File: src/design/sfd_pkg.sv
// Shared types and constants for the SLIP frame deframer.
// No dependencies; imported by the deframer top level.
package sfd_pkg;

  localparam logic [7:0] CODE_END     = 8'hC0;
  localparam logic [7:0] CODE_ESC     = 8'hDB;
  localparam logic [7:0] CODE_ESC_END = 8'hDC;
  localparam logic [7:0] CODE_ESC_ESC = 8'hDD;

  localparam int         MAX_COPY_W     = 7;
  localparam int         APB_ADDR_W     = 3;
  localparam int         APB_DATA_W     = 32;
  localparam logic       REG_MAX_COPY   = 1'b0;
  localparam logic [6:0] MAX_COPY_RESET = 7'd64;

  typedef enum logic [1:0] {
    ST_IDLE  = 2'b01,
    ST_DRAIN = 2'b10
  } sfd_state_t;

endpackage

File: src/design/sfd_ram.sv
// Generic simple dual-port RAM: one write port, one read port with registered data.
// No dependencies; used by the deframer top level for the frame store.
module sfd_ram #(
  parameter int WIDTH = 8,
  parameter int DEPTH = 64,
  localparam int AW = $clog2(DEPTH)
) (
  input  logic             clk,
  input  logic             we,
  input  logic [AW-1:0]    waddr,
  input  logic [WIDTH-1:0] wdata,
  input  logic             re,
  input  logic [AW-1:0]    raddr,
  output logic [WIDTH-1:0] rdata
);

  logic [WIDTH-1:0] mem [DEPTH];
  logic [WIDTH-1:0] rdata_r;

  always_ff @(posedge clk) begin
    if (we) begin
      mem[waddr] <= wdata;
    end
    if (re) begin
      rdata_r <= mem[raddr];
    end
  end

  assign rdata = rdata_r;

endmodule

File: src/design/slip_frame_deframer_top.sv
// SLIP deframer top level: input decoding, frame store control and readout.
// Depends on sfd_pkg and sfd_ram.
//
// Raw bytes are decoded and written into the frame store at one byte per
// cycle while no readout is running. An END byte that closes a non-empty
// frame starts a readout of min(frame length, max_copy_len) bytes, during
// which no input transaction is taken; the store's single read port delivers
// one byte per cycle while the output does not stall. When the copy limit is
// zero, no readout starts. The last result may still wait in the output
// register while the next input transaction is taken. The copy limit sits at
// byte address 0 of the APB port and resets to 64.
module slip_frame_deframer_top
  import sfd_pkg::*;
#(
  parameter int FRAME_DEPTH = 64
) (
  input  logic                  clk,
  input  logic                  rst_n,
  input  logic                  in_valid,
  output logic                  in_stall,
  input  logic [7:0]            in_rx_byte,
  output logic                  out_valid,
  input  logic                  out_stall,
  output logic [7:0]            out_data_byte,
  output logic [5:0]            out_byte_index,
  output logic [6:0]            out_frame_length,
  output logic                  out_last,
  input  logic                  psel,
  input  logic                  penable,
  input  logic                  pwrite,
  input  logic [APB_ADDR_W-1:0] paddr,
  input  logic [APB_DATA_W-1:0] pwdata,
  output logic [APB_DATA_W-1:0] prdata,
  output logic                  pready
);

  localparam int ADDR_W = $clog2(FRAME_DEPTH);
  localparam int CNT_W  = $clog2(FRAME_DEPTH + 1);
  localparam logic [CNT_W-1:0] FULL_COUNT = CNT_W'(FRAME_DEPTH);

  sfd_state_t            state_r, state_nxt;
  logic [CNT_W-1:0]      fill_r, fill_nxt;
  logic                  esc_r, esc_nxt;
  logic                  in_frame_r, in_frame_nxt;
  logic [MAX_COPY_W-1:0] max_copy_r;
  logic [CNT_W-1:0]      len_r, len_nxt;
  logic [CNT_W-1:0]      cnt_r, cnt_nxt;
  logic [CNT_W-1:0]      rd_idx_r, rd_idx_nxt;
  logic [ADDR_W-1:0]     data_idx_r, data_idx_nxt;
  logic                  data_valid_r, data_valid_nxt;
  logic                  out_valid_r, out_valid_nxt;
  logic [7:0]            out_data_r;
  logic [ADDR_W-1:0]     out_idx_r;
  logic [CNT_W-1:0]      out_len_r;
  logic                  out_last_r;

  logic                  in_accept;
  logic                  ram_we;
  logic [7:0]            ram_wdata;
  logic                  ram_re;
  logic [7:0]            ram_rdata;
  logic                  load_out;
  logic [MAX_COPY_W-1:0] fill_ext;
  logic [CNT_W-1:0]      copy_cnt;
  logic                  cfg_write;

  sfd_ram #(
    .WIDTH (8),
    .DEPTH (FRAME_DEPTH)
  ) u_store (
    .clk   (clk),
    .we    (ram_we),
    .waddr (fill_r[ADDR_W-1:0]),
    .wdata (ram_wdata),
    .re    (ram_re),
    .raddr (rd_idx_r[ADDR_W-1:0]),
    .rdata (ram_rdata)
  );

  assign in_stall  = (state_r != ST_IDLE);
  assign in_accept = in_valid && !in_stall;

  assign fill_ext = MAX_COPY_W'(fill_r);
  assign copy_cnt = (fill_ext < max_copy_r) ? fill_r : CNT_W'(max_copy_r);

  assign load_out = data_valid_r && (!out_valid_r || !out_stall);
  assign ram_re   = (state_r == ST_DRAIN) && (rd_idx_r != cnt_r) &&
                    (!data_valid_r || load_out);

  always_comb begin
    state_nxt      = state_r;
    fill_nxt       = fill_r;
    esc_nxt        = esc_r;
    in_frame_nxt   = in_frame_r;
    len_nxt        = len_r;
    cnt_nxt        = cnt_r;
    rd_idx_nxt     = rd_idx_r;
    data_idx_nxt   = data_idx_r;
    ram_we         = 1'b0;
    ram_wdata      = in_rx_byte;
    data_valid_nxt = ram_re || (data_valid_r && !load_out);
    out_valid_nxt  = load_out || (out_valid_r && out_stall);

    case (state_r)
      ST_IDLE: begin
        if (in_accept) begin
          if (in_rx_byte == CODE_END) begin
            esc_nxt  = 1'b0;
            fill_nxt = '0;
            if (in_frame_r && (fill_r != '0)) begin
              in_frame_nxt = 1'b0;
              len_nxt      = fill_r;
              cnt_nxt      = copy_cnt;
              rd_idx_nxt   = '0;
              if (copy_cnt != '0) begin
                state_nxt = ST_DRAIN;
              end
            end else begin
              in_frame_nxt = 1'b1;
            end
          end else if (in_frame_r) begin
            if (!esc_r && (in_rx_byte == CODE_ESC)) begin
              esc_nxt = 1'b1;
            end else begin
              esc_nxt = 1'b0;
              if (esc_r && (in_rx_byte == CODE_ESC_END)) begin
                ram_wdata = CODE_END;
              end else if (esc_r && (in_rx_byte == CODE_ESC_ESC)) begin
                ram_wdata = CODE_ESC;
              end
              if (fill_r != FULL_COUNT) begin
                ram_we   = 1'b1;
                fill_nxt = fill_r + CNT_W'(1);
              end else begin
                fill_nxt     = '0;
                in_frame_nxt = 1'b0;
              end
            end
          end
        end
      end
      ST_DRAIN: begin
        if (ram_re) begin
          rd_idx_nxt   = rd_idx_r + CNT_W'(1);
          data_idx_nxt = rd_idx_r[ADDR_W-1:0];
        end
        if ((rd_idx_r == cnt_r) && !data_valid_nxt) begin
          state_nxt = ST_IDLE;
        end
      end
      default: begin
        state_nxt = ST_IDLE;
      end
    endcase
  end

  assign cfg_write = psel && penable && pwrite && pready;

  always_ff @(posedge clk) begin
    if (!rst_n) begin
      state_r      <= ST_IDLE;
      fill_r       <= '0;
      esc_r        <= 1'b0;
      in_frame_r   <= 1'b0;
      data_valid_r <= 1'b0;
      out_valid_r  <= 1'b0;
      rd_idx_r     <= '0;
      cnt_r        <= '0;
      max_copy_r   <= MAX_COPY_RESET;
    end else begin
      state_r      <= state_nxt;
      fill_r       <= fill_nxt;
      esc_r        <= esc_nxt;
      in_frame_r   <= in_frame_nxt;
      data_valid_r <= data_valid_nxt;
      out_valid_r  <= out_valid_nxt;
      rd_idx_r     <= rd_idx_nxt;
      cnt_r        <= cnt_nxt;
      if (cfg_write && (paddr[2] == REG_MAX_COPY)) begin
        max_copy_r <= pwdata[MAX_COPY_W-1:0];
      end
    end
  end

  always_ff @(posedge clk) begin
    len_r      <= len_nxt;
    data_idx_r <= data_idx_nxt;
    if (load_out) begin
      out_data_r <= ram_rdata;
      out_idx_r  <= data_idx_r;
      out_len_r  <= len_r;
      out_last_r <= (CNT_W'(data_idx_r) + CNT_W'(1)) == cnt_r;
    end
  end

  assign out_valid        = out_valid_r;
  assign out_data_byte    = out_data_r;
  assign out_byte_index   = 6'(out_idx_r);
  assign out_frame_length = 7'(out_len_r);
  assign out_last         = out_last_r;

  assign pready = 1'b1;
  assign prdata = (paddr[2] == REG_MAX_COPY) ? APB_DATA_W'(max_copy_r) : '0;

endmodule
File: config.mk
export PLATFORM = sky130hd
export DESIGN_NAME = slip_frame_deframer_top
export DESIGN_NICKNAME = d
export VERILOG_FILES = /design/src/design/sfd_pkg.sv /design/src/design/sfd_ram.sv /design/src/design/slip_frame_deframer_top.sv
export SDC_FILE = /design/constraint.sdc
export NUM_CORES = 1
export LEC_CHECK = 0
export ABC_AREA = 1
export BUFFER_PORTS_ARGS = -buffer_cell sky130_fd_sc_hd__buf_4
export CELL_PAD_IN_SITES_DETAIL_PLACEMENT = 1
export CELL_PAD_IN_SITES_GLOBAL_PLACEMENT = 1
export CORE_MARGIN = 2
export CORE_UTILIZATION = 49
export CTS_BUF_LIST = sky130_fd_sc_hd__clkbuf_16
export DETAILED_ROUTE_END_ITERATION = 7
export GPL_TIMING_DRIVEN = 1
export PLACE_DENSITY = 0.83
export SKIP_LAST_GASP = 1
export SLEW_MARGIN = 25
export SYNTH_ARGS = -nofsm -noshare
export SYNTH_HDL_FRONTEND = slang
export SYNTH_SLANG_ARGS = --single-unit
File: constraint.sdc
create_clock -name clk -period 3.9 [get_ports clk]
set_input_delay 0.585 -clock clk [delete_from_list [all_inputs] [get_ports clk]]
set_output_delay 0.585 -clock clk [all_outputs]
set_load 0.05 [all_outputs]
==> impl_results.md <==
- Vias in the first global route: 16,800
- Fin Hold WS: 186 ps
- DRT Pass-1 Iters: 5
- Num CTS Buffers: 58
- P_leak: 9.03 nW
- # rows: 81
- Final Critical Period: 3100 ps
- RSZ-0062 raised after global routing: false
- Cells after synthesis: 1,973
- YS warnings: 0
- Setup crit start kind: register
- Die Wd: 226 um
- I/O pins: 107
- Count of endpoints failing hold in the final timing report: 0
- Area occupied by multi-input gates: 0.00595 mm2
- Critical Path End Type: register
- Relative slew slack: 0.307
- CTS max path bufs: 3
- Sequential cell area fraction in the yosys report: 0.719
- Final nets: 2,062
- Critical path required time: 4150 ps
- Drt wl/cell: 25.1 um
- Yosys reg bits: 589
- Setup-failing EPs final: 0
- Final worst-path cycle share: 0.794
- Post-synth EDFFs: 555
- Crit path capture: u_store.mem[47][3]
- Worst R2R Start: fill_ext[1]
- Worst-path clk slew: 70 ps
- Cell variety after synth: 41
- Global route overflow: 0
- Max VDD drop: 0.334 mV
- R2R depth: 4
- Initial antenna violation count: 0
- Routability cong.: 0.866
- Post-layout util: 0.553
- Clk Latency, worst-skew pair: 630 ps
- Final ANT Viol Nets: 0
- Residual DRC: 0
- CTS sink cnt: 589
- Clock root cell: clkbuf_16
- Top-area cell type share of the netlist area: 0.691
- Post-cts hold buffer count: 0
- Largest net degree at the start of global routing: 91
- Setup bufs post-CTS: 0
- CTS H-tree depth: 2
- Global-route wire length before repair: 102 mm
- Setup Crit Path Kind: register to register
- Clock Skew: 20.7 ps
- CTS tree: yes
- GRT Util Overall: 0.269
- Synth top area cells: edfxtp_1 (69%), nor2_1 (6.0%), o21ai_0 (5.6%)
- Core area: 0.0487 mm2
- Outcome: completed
- Tightest Pin Transition: 1040 ps
- Hold crit path type: primary input to register
- CP arrival: 3340 ps
- Power per Cell Area: 471 mW/mm2
- Post-route setup TNS: 0 ps
- Register area: 0.0174 mm2
- Starting DRT DRC Count: 1,682
- Max-Cap Viols: 0
- R2r setup slk: 800 ps
- Fin. max-slew vios: 0
- Routed via count: 16,400
- Commonest non-fill, non-tap cell in the layout: edfxtp_1
- CP Launch Point: fill_ext[1]
- Achievable clock frequency: 323 MHz
- Die height: 226 um
- # port buffers: 53
- Fill cells: 4,867
- Gates resized, CTS repair: 0
- Synth Area per Inst: 12.2 um2
- DP Wirelength: 41.3 mm
- Biggest area consumer among synthesized cells: edfxtp_1
- Commonest cells after routing, fill and taps aside: edfxtp_1 (555), nor2_1 (382), o21ai_0 (269), nand2_1 (168), buf_4 (83)
- Share of layout cells above drive strength 1: 0.102
- Total Wirelength: 68.1 mm
- Starting Density: 0.495
- P&R area growth vs syn: 11.7%
- Endpoint of the worst register-to-register path: u_store.mem[47][3]
- CP Max Fanout: 10
- Vias per cell: 6.02
- Mapped cell area: 0.0241 mm2
- Asr flop ratio synth: 0
- Die area: 0.0510 mm2
- Main synth FF type: edfxtp_1
[per-layer routing]
layer / track usage / part of all wire / vias to the layer above
met5: 0 / 0 / -
met4: 0.107 / 0.035 / 0
met3: 0.0427 / 0.069 / 161
met2: 0.464 / 0.50 / 751
met1: 0.340 / 0.39 / 8258
li1: - / - / 7188
[registers in the layout, indices dropped and copies added (netlist names)]
register / flops
rd_idx_r: 7
max_copy_r: 7
esc_r: 1
state_r: 2
u_store.mem: 512
out_byte_index: 6
data_valid_r: 1
data_idx_r: 6
out_last: 1
len_r: 7
out_frame_length: 7
u_store.rdata: 8
fill_ext: 7
out_valid: 1
cnt_r: 7
in_frame_r: 1
out_data_byte: 8
[worst min path at each step]
stage | startpoint | endpoint | slack (ps) | cells past startpoint
floorplan | u_store.rdata[0] | out_data_byte[0] | 400 | 0
global placement | len_r[6] | out_frame_length[6] | 410 | 0
detailed placement | len_r[4] | out_frame_length[4] | 410 | 0
CTS | pwdata[6] | max_copy_r[6] | 160 | 3
global route | pwdata[6] | max_copy_r[6] | 200 | 3
finish | pwdata[6] | max_copy_r[6] | 190 | 3
[cell usage after synthesis (all sizes together) (34+ instances only)]
cell      n
o22ai    82
dfxtp    34
nand3    81
o21ai   274
o211ai   44
a21oi    38
inv      64
edfxtp  555
clkbuf   73
buf      67
nor2    388
nand2   175
[per-stage QoR]
stage / power [mW] / cells / setup WS (ps) / instance area, um2
2_1_floorplan: 7.20 / 1997 / 559 / 24200
3_3_place_gp: 7.26 / 2606 / 795 / 25100
3_5_place_dp: 7.27 / 2606 / 666 / 25100
4_1_cts: 12.7 / 2716 / 857 / 27000
5_1_grt: 13.0 / 2716 / 665 / 27000
6_report: 12.7 / 2717 / 803 / 27000
[cells by family after synthesis]
family | Yosys count | share of synthesized area
compound gates | 465 | 0.109
flops | 589 | 0.719
other cells | 2 | 0.000311
simple gates | 682 | 0.120
xor+xnor | 17 | 0.00617
fa+ha+maj | 10 | 0.00518
buf+inv | 208 | 0.0404
[report_power, final]
part	internal, mW	leakage, nW	total [mW]	switching (mW)
Combinational	0.0355	2.78	0.237	0.201
Clock	3.15	0.973	5.57	2.42
Sequential	6.90	5.28	6.90	0.00107
Total	10.1	9.03	12.7	2.63
[worst max-delay path: stages, from the launching register on]
cell	delay, ps
dfxtp_1	520
inv_1	210
nor3_1	370
clkinv_1	700
nor2_1	890
[final cells by class]
type,count,share of cell area
sequential,589,0.644
multi-input combinational,1200,0.221
clock buffer,59,0.0547
tap,664,0.0308
timing repair buffer,85,0.0246
clock inverter,51,0.0150
inverter,68,0.0105
antenna,1,0.0000928
No activity file was read; power rests on OpenSTA's default activity.
